**src/rtl/pnoa_pkg.sv**
```systemverilog
// Shared types, constants and the multiply microprogram of the polar/nematic
// order accumulator. Used by every module of the block; depends on nothing.
`default_nettype none
package pnoa_pkg;

  localparam int FracBits     = 15;
  localparam int MaxParticles = 65536;
  localparam int CountW       = $clog2(MaxParticles + 1);
  localparam int CompW        = 16;
  localparam int MagW         = 16;
  localparam int SumW         = 32;
  localparam int OpW          = 33;
  localparam int ProdW        = 2 * OpW;
  localparam int VMagW        = 50;
  localparam int NormW        = 31;
  localparam int SqInW        = 64;
  localparam int RootW        = 32;
  localparam int DivNumW      = 48;
  localparam int DivDenW      = 32;
  localparam int CfgAddrW     = 2;
  localparam int StepW        = 5;

  localparam logic [CfgAddrW-1:0] CfgDirX = CfgAddrW'(0);
  localparam logic [CfgAddrW-1:0] CfgDirY = CfgAddrW'(1);
  localparam logic [CfgAddrW-1:0] CfgDirZ = CfgAddrW'(2);

  localparam logic signed [CompW-1:0] DirXReset = CompW'(0);
  localparam logic signed [CompW-1:0] DirYReset = CompW'(0);
  localparam logic signed [CompW-1:0] DirZReset = CompW'(32767);

  // microprogram segments
  localparam logic [StepW-1:0] VFirst   = StepW'(0);
  localparam logic [StepW-1:0] VLast    = StepW'(17);
  localparam logic [StepW-1:0] SqFirst  = StepW'(18);
  localparam logic [StepW-1:0] SqLast   = StepW'(20);
  localparam logic [StepW-1:0] DblFirst = StepW'(21);
  localparam logic [StepW-1:0] DblLast  = StepW'(24);
  localparam logic [StepW-1:0] PolFirst = StepW'(25);
  localparam logic [StepW-1:0] PolLast  = StepW'(27);
  localparam logic [StepW-1:0] NemFirst = StepW'(28);
  localparam logic [StepW-1:0] NemLast  = StepW'(30);

  typedef struct packed {
    logic signed [CompW-1:0] quat_w;
    logic signed [CompW-1:0] quat_x;
    logic signed [CompW-1:0] quat_y;
    logic signed [CompW-1:0] quat_z;
    logic                    last_particle;
  } in_item_t;

  typedef struct packed {
    logic [MagW-1:0]   polar_mag;
    logic [MagW-1:0]   nematic_mag;
    logic [CountW-1:0] particle_count;
  } out_item_t;

  typedef enum logic [4:0] {
    M_NONE, M_WW, M_XX, M_YY, M_ZZ, M_XDX, M_YDY, M_ZDZ, M_YDZ, M_ZDY, M_ZDX, M_XDZ,
    M_NDX, M_DOT2X, M_W2CX, M_NDY, M_DOT2Y, M_W2CY, M_AA, M_BB, M_CC, M_SS, M_CS,
    M_PRR, M_PII, M_NRR, M_NII
  } mul_sel_e;

  typedef enum logic [1:0] {A_HOLD, A_LOAD, A_ADD, A_SUB} acc_op_e;

  typedef enum logic [3:0] {
    D_NONE, D_N, D_DOT, D_CX, D_CY, D_VX, D_VY, D_C2, D_S2
  } dst_e;

  typedef enum logic [1:0] {DV_COS, DV_SIN, DV_MAG} div_sel_e;

  typedef enum logic [2:0] {CAP_NONE, CAP_CM, CAP_SM, CAP_POL, CAP_NEM} cap_e;

  typedef enum logic [4:0] {
    S_IDLE, S_V, S_NORM, S_SQ, S_RGO, S_RWT, S_CGO, S_CWT, S_SGO, S_SWT, S_DBL,
    S_ADD, S_CHK, S_MAG, S_MGO, S_MWT, S_QGO, S_QWT, S_EMIT
  } state_e;

  // acc_op and dst act on the product issued by the previous step
  typedef struct packed {
    mul_sel_e mul_sel;
    acc_op_e  acc_op;
    dst_e     dst;
  } uop_t;

  typedef struct packed {
    uop_t     uop;
    logic     load;
    logic     norm_shift;
    logic     sqrt_start;
    logic     div_start;
    div_sel_e div_sel;
    cap_e     cap;
    logic     accum;
    logic     emit;
  } cmd_t;

  typedef struct packed {
    logic norm_done;
    logic zero;
    logic full;
    logic last;
    logic sqrt_done;
    logic div_done;
    logic out_free;
  } status_t;

  function automatic uop_t ucode(logic [StepW-1:0] step);
    uop_t u;
    u = '{M_NONE, A_HOLD, D_NONE};
    case (step)
      5'd0:  u = '{M_WW,    A_HOLD, D_NONE};
      5'd1:  u = '{M_XX,    A_LOAD, D_NONE};
      5'd2:  u = '{M_YY,    A_SUB,  D_NONE};
      5'd3:  u = '{M_ZZ,    A_SUB,  D_NONE};
      5'd4:  u = '{M_XDX,   A_SUB,  D_N};
      5'd5:  u = '{M_YDY,   A_LOAD, D_NONE};
      5'd6:  u = '{M_ZDZ,   A_ADD,  D_NONE};
      5'd7:  u = '{M_YDZ,   A_ADD,  D_DOT};
      5'd8:  u = '{M_ZDY,   A_LOAD, D_NONE};
      5'd9:  u = '{M_ZDX,   A_SUB,  D_CX};
      5'd10: u = '{M_XDZ,   A_LOAD, D_NONE};
      5'd11: u = '{M_NDX,   A_SUB,  D_CY};
      5'd12: u = '{M_DOT2X, A_LOAD, D_NONE};
      5'd13: u = '{M_W2CX,  A_ADD,  D_NONE};
      5'd14: u = '{M_NDY,   A_ADD,  D_VX};
      5'd15: u = '{M_DOT2Y, A_LOAD, D_NONE};
      5'd16: u = '{M_W2CY,  A_ADD,  D_NONE};
      5'd17: u = '{M_NONE,  A_ADD,  D_VY};
      5'd18: u = '{M_AA,    A_HOLD, D_NONE};
      5'd19: u = '{M_BB,    A_LOAD, D_NONE};
      5'd20: u = '{M_NONE,  A_ADD,  D_NONE};
      5'd21: u = '{M_CC,    A_HOLD, D_NONE};
      5'd22: u = '{M_SS,    A_LOAD, D_NONE};
      5'd23: u = '{M_CS,    A_SUB,  D_C2};
      5'd24: u = '{M_NONE,  A_LOAD, D_S2};
      5'd25: u = '{M_PRR,   A_HOLD, D_NONE};
      5'd26: u = '{M_PII,   A_LOAD, D_NONE};
      5'd27: u = '{M_NONE,  A_ADD,  D_NONE};
      5'd28: u = '{M_NRR,   A_HOLD, D_NONE};
      5'd29: u = '{M_NII,   A_LOAD, D_NONE};
      5'd30: u = '{M_NONE,  A_ADD,  D_NONE};
      default: u = '{M_NONE, A_HOLD, D_NONE};
    endcase
    return u;
  endfunction

endpackage
`default_nettype wire

```
**src/rtl/pnoa_ctrl.sv**
```systemverilog
// Controller: sequences the multiply microprogram, the root and divide units,
// accumulation and result hand-off. Depends on pnoa_pkg.
`default_nettype none
module pnoa_ctrl (
  input  logic              clk_i,
  input  logic              rst_ni,
  input  logic              in_valid_i,
  output logic              in_ready_o,
  input  pnoa_pkg::status_t status_i,
  output pnoa_pkg::cmd_t    cmd_o
);
  import pnoa_pkg::*;

  state_e           state_q, state_d;
  logic [StepW-1:0] step_q, step_d;
  logic             pass_q, pass_d;

  always_ff @(posedge clk_i or negedge rst_ni) begin
    if (!rst_ni) begin
      state_q <= S_IDLE;
      step_q  <= '0;
      pass_q  <= 1'b0;
    end else begin
      state_q <= state_d;
      step_q  <= step_d;
      pass_q  <= pass_d;
    end
  end

  always_comb begin
    state_d = state_q;
    step_d  = step_q;
    pass_d  = pass_q;
    case (state_q)
      S_IDLE: if (in_valid_i) begin
        state_d = status_i.full ? S_CHK : S_V;
        step_d  = VFirst;
      end
      S_V: begin
        step_d = step_q + StepW'(1);
        if (step_q == VLast) state_d = S_NORM;
      end
      S_NORM: if (status_i.norm_done) begin
        state_d = status_i.zero ? S_ADD : S_SQ;
        step_d  = SqFirst;
      end
      S_SQ: begin
        step_d = step_q + StepW'(1);
        if (step_q == SqLast) state_d = S_RGO;
      end
      S_RGO: state_d = S_RWT;
      S_RWT: if (status_i.sqrt_done) state_d = S_CGO;
      S_CGO: state_d = S_CWT;
      S_CWT: if (status_i.div_done) state_d = S_SGO;
      S_SGO: state_d = S_SWT;
      S_SWT: if (status_i.div_done) begin
        state_d = S_DBL;
        step_d  = DblFirst;
      end
      S_DBL: begin
        step_d = step_q + StepW'(1);
        if (step_q == DblLast) state_d = S_ADD;
      end
      S_ADD: state_d = S_CHK;
      S_CHK: if (status_i.last) begin
        state_d = S_MAG;
        step_d  = PolFirst;
        pass_d  = 1'b0;
      end else begin
        state_d = S_IDLE;
      end
      S_MAG: begin
        step_d = step_q + StepW'(1);
        if (step_q == (pass_q ? NemLast : PolLast)) state_d = S_MGO;
      end
      S_MGO: state_d = S_MWT;
      S_MWT: if (status_i.sqrt_done) state_d = S_QGO;
      S_QGO: state_d = S_QWT;
      S_QWT: if (status_i.div_done) begin
        if (pass_q) begin
          state_d = S_EMIT;
        end else begin
          state_d = S_MAG;
          step_d  = NemFirst;
          pass_d  = 1'b1;
        end
      end
      S_EMIT: if (status_i.out_free) state_d = S_IDLE;
      default: state_d = S_IDLE;
    endcase
  end

  always_comb begin
    cmd_o         = '0;
    cmd_o.uop     = '{M_NONE, A_HOLD, D_NONE};
    cmd_o.div_sel = DV_MAG;
    cmd_o.cap     = CAP_NONE;
    in_ready_o    = 1'b0;
    case (state_q)
      S_IDLE: begin
        in_ready_o = 1'b1;
        cmd_o.load = in_valid_i;
      end
      S_V, S_SQ, S_DBL, S_MAG: cmd_o.uop = ucode(step_q);
      S_NORM: cmd_o.norm_shift = !status_i.norm_done;
      S_RGO, S_MGO: cmd_o.sqrt_start = 1'b1;
      S_CGO: begin
        cmd_o.div_start = 1'b1;
        cmd_o.div_sel   = DV_COS;
      end
      S_CWT: if (status_i.div_done) cmd_o.cap = CAP_CM;
      S_SGO: begin
        cmd_o.div_start = 1'b1;
        cmd_o.div_sel   = DV_SIN;
      end
      S_SWT: if (status_i.div_done) cmd_o.cap = CAP_SM;
      S_ADD: cmd_o.accum = 1'b1;
      S_QGO: cmd_o.div_start = 1'b1;
      S_QWT: if (status_i.div_done && !pass_q) cmd_o.cap = CAP_POL;
      S_EMIT: cmd_o.emit = status_i.out_free;
      default: ;
    endcase
  end
endmodule
`default_nettype wire

```
**config.mk**
```make
export PLATFORM = sky130hd
export DESIGN_NAME = pnoa_ctrl
export DESIGN_NICKNAME = d
export VERILOG_FILES = /design/src/rtl/pnoa_pkg.sv /design/src/rtl/pnoa_ctrl.sv
export SDC_FILE = /design/constraint.sdc
export NUM_CORES = 1
export LEC_CHECK = 0
export ABC_AREA = 0
export BUFFER_PORTS_ARGS = -buffer_cell sky130_fd_sc_hd__buf_2
export CORE_ASPECT_RATIO = 2
export CORE_MARGIN = 3
export CORE_UTILIZATION = 40
export CTS_CLUSTER_DIAMETER = 120
export DETAILED_ROUTE_END_ITERATION = 10
export SYNTH_ARGS = -nofsm -noshare
export SYNTH_HDL_FRONTEND = slang
export SYNTH_SLANG_ARGS = --single-unit
```
**constraint.sdc**
```tcl
create_clock -name clk_i -period 2.25 [get_ports clk_i]
set_input_delay 0.1125 -clock clk_i [delete_from_list [all_inputs] [get_ports clk_i]]
set_output_delay 0.1125 -clock clk_i [all_outputs]
set_load 0.005 [all_outputs]
```
==> out/metrics.csv, run 1 <==
metric,value,unit
status,"complete, no violations",
maximum vdd drop,960.2,µV
Initial Util,42.36,%
Post-Syn Nets,256,
Pwr per Cell Area,1584,mW/mm²
dominant synthesized flop cell,dfrtp_1,
Synth top area share,15.58,%
final worst slack,0.1223,ns
Worst Setup End Kind,output port,
post-CTS setup buffers,0,
Clock Sinks,11,
Hold Crit Start,status_i[3],
routed wire length,5476,µm
H-Tree Depth,1,
GPL Wtd Cong,0.9217,
I/O Buffers,31,
initial antenna violation count,0,
clk buf depth,2,
syn avg cell area,7.423,µm²
GRT overflow,0,
multi-input logic area,0.001321,mm²
Clock Skews,0.002730,ns
setup tns final,0,ns
Vias/cell,6.110,
Antenna diodes,0,
r2r startpoint,step_q[1]$_DFFE_PN0P_,
Static Leak,0.9310,nW
Layout Area Growth over Synthesis,20.04,%
num rows,33,
initial DRC count,92,
# fillers,420,
post-synthesis sequential area ratio,15.58,%
Crit Path Max Fanout,17,
FF-to-FF path depth,8,
area of the core,0.004170,mm²
Post-Syn Area,0.001767,mm²
nets,295,
I/O pin cnt,33,
Die Y,99.99,µm
library cells used by synthesis,63,
Total GRT Usage,21.42,%
Place WS,0.1513,ns
worst-path cell chain,buf_4 > nor4bb_1 > o31ai_2 > buf_4 > a311oi_1 > buf_2,
Hold Path Class,in -> reg,
Avg WL per Cell,16.70,µm
Max Clk Rate,470.0,MHz
first-pass GRT wire length,8728,µm
CTS tree,done,
total power,3.360,mW
CTS buffer count,3,
max-cap violation count,0,
CTS root buf,clkbuf_8,
largest net degree at the start of global routing,23,
"FF+latch count, synth",11,
period utilization,94.56,%
final antenna-violating net count,0,
Hold EP,pass_q$_DFFE_PN0P_,
critical path arrival,2.02,ns
Die Area,0.005299,mm²
minimum clock period,2.128,ns
DR pass1 iterations,5,
Worst Setup Start Kind,register,
most frequent CP cell,buf_4,
Clock transition at path regs,0.05,ns
Remaining DRCs,0,
Reg-to-Reg End,state_q[2]$_DFFE_PN0P_,
endpoints failing hold,0,
Detailed Place HPWL,4290,µm
Hold Path Stages,3,
CP max stage delay,0.49,ns
fraction of layout cells with a size suffix above 1,28.99,%
final-report max-slew violation count,0,
critical path class,reg -> out,
ys async rst share,100.0,%
Synthesis Warnings,0,
RSZ-0062 raised after global routing,false,
Synth area leaders,"dfrtp_1 (16%), ha_1 (5.7%), a21oi_1 (4.8%)",
routed vias,2004,
reg2reg setup slack,0.15,ns
WP data required,2.14,ns
setup violators final,0,
Yosys top cell by area,dfrtp_1,
Die X,53.00,µm
number of global-route vias before repair,1836,
Mapped Cells,238,
crit path max-delay cell type,dfrtp_1,
Post-synth EDFFs,0,
FF/Latch Area,279.0,µm²
clk_lat worst skew,0.24,ns
flip-flops by register name, summed over array words and instances, names as in the netlist:
register / cells
state_q: 5
pass_q: 1
step_q: 5
logic make-up (layout without fill, tap and decap cells):
logic type	Yosys count	count (layout)	share of synthesized area, %
other	1	1	0.2123
adder cells (fa/ha/maj)	8	8	5.666
multiplexers	11	11	7.861
flip-flops	11	11	15.58
AO/OA/AOI/OAI	72	72	27.20
XOR/XNOR	3	3	1.488
AND/OR/NAND/NOR	96	96	31.94
buffers and inverters	36	74	10.06
synth_stat cells, types with 3 or more instances:
| cell | n |
|---|---|
| dfrtp_1 | 11 |
| mux2i_1 | 6 |
| clkbuf_1 | 8 |
| o21ai_1 | 7 |
| ha_1 | 8 |
| nor2b_1 | 8 |
| nand3_1 | 7 |
| nand2_1 | 16 |
| mux2_4 | 3 |
| inv_1 | 10 |
| buf_4 | 3 |
| a211oi_1 | 5 |
| buf_2 | 7 |
| nor3_1 | 8 |
| nor2_1 | 20 |
| nand2b_1 | 7 |
| buf_1 | 4 |
| nor3b_1 | 4 |
| nor4_1 | 4 |
| a21oi_1 | 17 |
| o211ai_1 | 4 |
| o32ai_1 | 3 |
| o21ai_0 | 12 |
| and3_1 | 3 |
| buf_6 | 3 |
| nand4b_1 | 3 |
cells in the final DEF (no fill, tap or decap), types with 8 or more instances in the layout:
cell type and n:
nor3_1 8, inv_1 9, buf_4 27, nand2_1 16, o21ai_0 12, a21oi_1 17
dfrtp_1 8, nor2b_1 8, nor2_1 20, buf_2 31
where the power goes:
group	switching, mW	internal, mW	leakage, nW	total (mW)
logic	1.46	1.23	0.770	2.69
clock network	0.0798	0.122	0.0255	0.202
registers	0.170	0.296	0.136	0.466
total	1.71	1.65	0.931	3.36
worst max path at each step:
stage                                       from                     end  slack [ns]
after floorplan            step_q[1]$_DFFE_PN0P_  state_q[1]$_DFFE_PN0P_        0.01
after global placement     step_q[0]$_DFFE_PN0P_  state_q[0]$_DFFE_PN0P_        0.17
after detailed placement   step_q[0]$_DFFE_PN0P_  state_q[2]$_DFFE_PN0P_        0.15
after CTS                 state_q[3]$_DFFE_PN0P_               cmd_o[15]        0.06
after global routing      state_q[1]$_DFFE_PN0P_               cmd_o[19]        0.01
final                     state_q[1]$_DFFE_PN0P_               cmd_o[15]        0.12
repair_timing:
item / CTS / global route
hold endpoints to repair: 11 / 0
endpoints found under the setup margin: 0 / 8
resized for setup: 0 / 3
hold buffers: 1 / 0
critical path, delay by kind of cell (launching register included):
| family | cells | cell delay, ns |
|---|---|---|
| simple gates | 1 | 0.31 |
| flops | 1 | 0.49 |
| buf+inv | 3 | 0.64 |
| compound gates | 2 | 0.34 |
layer usage:
metal / routed length, µm / vias up / GRT usage, %
li1: - / 957 / -
met1: 1998 / 966 / 23.91
met2: 3149 / 64 / 40.33
met3: 146 / 17 / 1.040
met4: 182 / 0 / 8.071
met5: 0 / - / 0
area by class of cell:
type | count | share of cell area (%)
flip-flops and latches | 11 | 13.16
clock inverters | 1 | 0.2360
well taps | 52 | 3.068
clock buffers | 3 | 1.947
multi-input cells | 191 | 62.30
inverters | 11 | 1.947
repair buffers | 59 | 17.35
per-stage QoR:
step                      cell area (µm²)  std cells  hold slack, ns  utilization (%)
final                                2121        328          0.1994            50.86
after global routing                 2121        328          0.2038            50.86
after detailed placement             2061        323        0.007712            49.41
after global placement               2061        323        0.007698            49.41
after CTS                            2117        328          0.1833            50.77
after floorplan                      1769        238         -0.1831                -
No activity file was read; power rests on OpenSTA's default activity.
==> inputs of run 2 (changes only) <==
--- a/config.mk
+++ b/config.mk
@@ -8,7 +8,7 @@
 export ABC_AREA = 0
 export BUFFER_PORTS_ARGS = -buffer_cell sky130_fd_sc_hd__buf_2
 export CORE_ASPECT_RATIO = 2
-export CORE_MARGIN = 3
+export CORE_MARGIN = 4
 export CORE_UTILIZATION = 40
 export CTS_CLUSTER_DIAMETER = 120
 export DETAILED_ROUTE_END_ITERATION = 10
==> run 2 against run 1 <==
  * Setup slack worse by 0.021 ns
  * Global-route usage decreased by 0.32 points
  * Non-clock buffer count is 12 higher
  * Clock power hardly changed
  * First-iteration DRC count is 15% higher
  * Worst hold slack improved by 0.012 ns
==> out/metrics.csv, run 2 (synthesized netlist as in run 1, its figures left out) <==
metric,value,unit
Worst Setup End Kind,register,
setup violators final,0,
final antenna-violating net count,0,
DP Area,0.002116,mm²
Remaining DRCs,0,
I/O pin cnt,33,
setup tns final,0,ns
Hold Path Class,in -> reg,
CTS buffer count,3,
clk_lat worst skew,0.24,ns
critical path class,reg -> reg,
I/O Buffers,31,
clk buf depth,2,
Antenna diodes,0,
grt met3 use,1.898,%
Crit Path Max Fanout,9,
initial DRC count,106,
"delay-heaviest family, CP",simple AND/OR/NAND/NOR gates,
Avg WL per Cell,16.88,µm
most frequent CP cell,buf_4,
WP buf/inv,2,
Detailed Place HPWL,4541,µm
Initial Util,41.12,%
Total GRT Usage,21.09,%
CTS tree,done,
GR Util met1,21.60,%
num rows,34,
Clock Skews,0.006156,ns
GRT overflow,0,
area of the core,0.004297,mm²
CP max stage delay,0.51,ns
nets,307,
GR Util met2,41.51,%
Pwr per Cell Area,1617,mW/mm²
routed wire length,5774,µm
Most Crowded Layer GR,met2,
Max Clk Rate,465.4,MHz
"commonest non-fill, non-tap cells in the layout","buf_4 (39), buf_2 (31), nor2_1 (20)",
initial antenna violation count,0,
CTS root buf,clkbuf_8,
DR pass1 iterations,4,
H-Tree Depth,1,
Vias/cell,5.868,
status,"complete, no violations",
Clock Sinks,11,
largest net degree at the start of global routing,17,
crit path max-delay cell type,dfrtp_1,
Clock transition at path regs,0.05,ns
final-report max-slew violation count,0,
Layout Area Growth over Synthesis,25.43,%
Slew @ Worst Pin,0.5116,ns
worst-path cell chain,buf_4 > nor2b_1 > or4b_1 > o311ai_1 > nor4_4 > buf_4 > mux2_4,
GPL Wtd Cong,0.9587,
Die Area,0.005609,mm²
final worst slack,0.1012,ns
period utilization,95.50,%
Die Y,102.0,µm
Worst Setup Start Kind,register,
RSZ-0062 raised after global routing,false,
largest registers,"state_q x5, step_q x5, pass_q x1",
first-pass GRT wire length,8852,µm
Die X,55.00,µm
FF/Latch Area,276.5,µm²
fraction of layout cells with a size suffix above 1,31.25,%
max-cap violation count,0,
# fillers,448,
critical path arrival,2.27,ns
endpoints failing hold,0,
Static Leak,0.9892,nW
multi-input logic area,0.001328,mm²
Place WS,0.1021,ns
Final Core Density,51.57,%
maximum vdd drop,960.3,µV
max_slew headroom,65.71,%
minimum clock period,2.149,ns
Final Instance Area,0.002216,mm²
"most common cell after layout, fill and taps aside",buf_4,
WP data required,2.37,ns
routed vias,2007,
number of global-route vias before repair,1855,
run 2: changes by cell type in the layout (fill, tap and decap cells not counted), sizes merged:
cell and change:
buf +12, clkbuf +1, clkinv -1
run 2: power by group:
part           total, mW  switching (mW)  internal (mW)  leakage, nW
registers          0.488           0.196          0.292        0.138
logic               2.89            1.49           1.41        0.828
clock network      0.204          0.0794          0.125       0.0228
total               3.58            1.76           1.82        0.989
run 2: cell type report:
| class | count | area share (%) |
|---|---|---|
| Multi-Input combinational cell | 191 | 59.91 |
| Timing Repair Buffer | 71 | 20.67 |
| Sequential cell | 11 | 12.48 |
| Tap cell | 54 | 3.049 |
| Clock buffer | 4 | 2.033 |
| Inverter | 11 | 1.863 |
run 2: path summary, 6_finish.rpt:
kind,from,end,slack (ns),cells after the start
max in group asynchronous,rst_ni,state_q[3]$_DFFE_PN0P_,1.73,2
min in group asynchronous,rst_ni,state_q[4]$_DFFE_PN0P_,0.28,2
worst max register to register,state_q[2]$_DFFE_PN0P_,state_q[1]$_DFFE_PN0P_,0.10,7
worst max-delay path,state_q[2]$_DFFE_PN0P_,state_q[1]$_DFFE_PN0P_,0.10,7
worst min-delay path,status_i[1],pass_q$_DFFE_PN0P_,0.21,2
worst min register to register,step_q[4]$_DFFE_PN0P_,step_q[4]$_DFFE_PN0P_,0.66,2
run 2: stage by stage:
stage / std cells / power, mW / hold WS [ns]
4_1_cts: 337 / 3.420 / 0.2112
5_1_grt: 342 / 3.876 / 0.2119
6_report: 342 / 3.583 / 0.2117
3_3_place_gp: 332 / 3.166 / 0.00003758
2_1_floorplan: 238 / 2.322 / -0.1831
3_5_place_dp: 332 / 3.203 / 0.006928
run 2: worst register-to-register path: stages, from the launching register on:
cell	delay, ns
dfrtp_1	0.51
buf_4	0.23
nor2b_1	0.17
or4b_1	0.45
o311ai_1	0.14
nor4_4	0.07
buf_4	0.17
mux2_4	0.29
run 2: repair_timing:
action	in CTS	in global routing
hold buffers	1	0
resized for setup	0	2
endpoints found under the setup margin	0	14
setup buffers	0	5
hold endpoints to repair	11	0
run 2: layer usage:
| layer | routed length, µm | share of wire (%) | vias up |
|---|---|---|---|
| met1 | 2118 | 37 | 958 |
| met2 | 3370 | 58 | 54 |
| li1 | - | - | 986 |
| met5 | 0 | 0 | - |
| met3 | 163 | 2.8 | 9 |
| met4 | 121 | 2.1 | 0 |
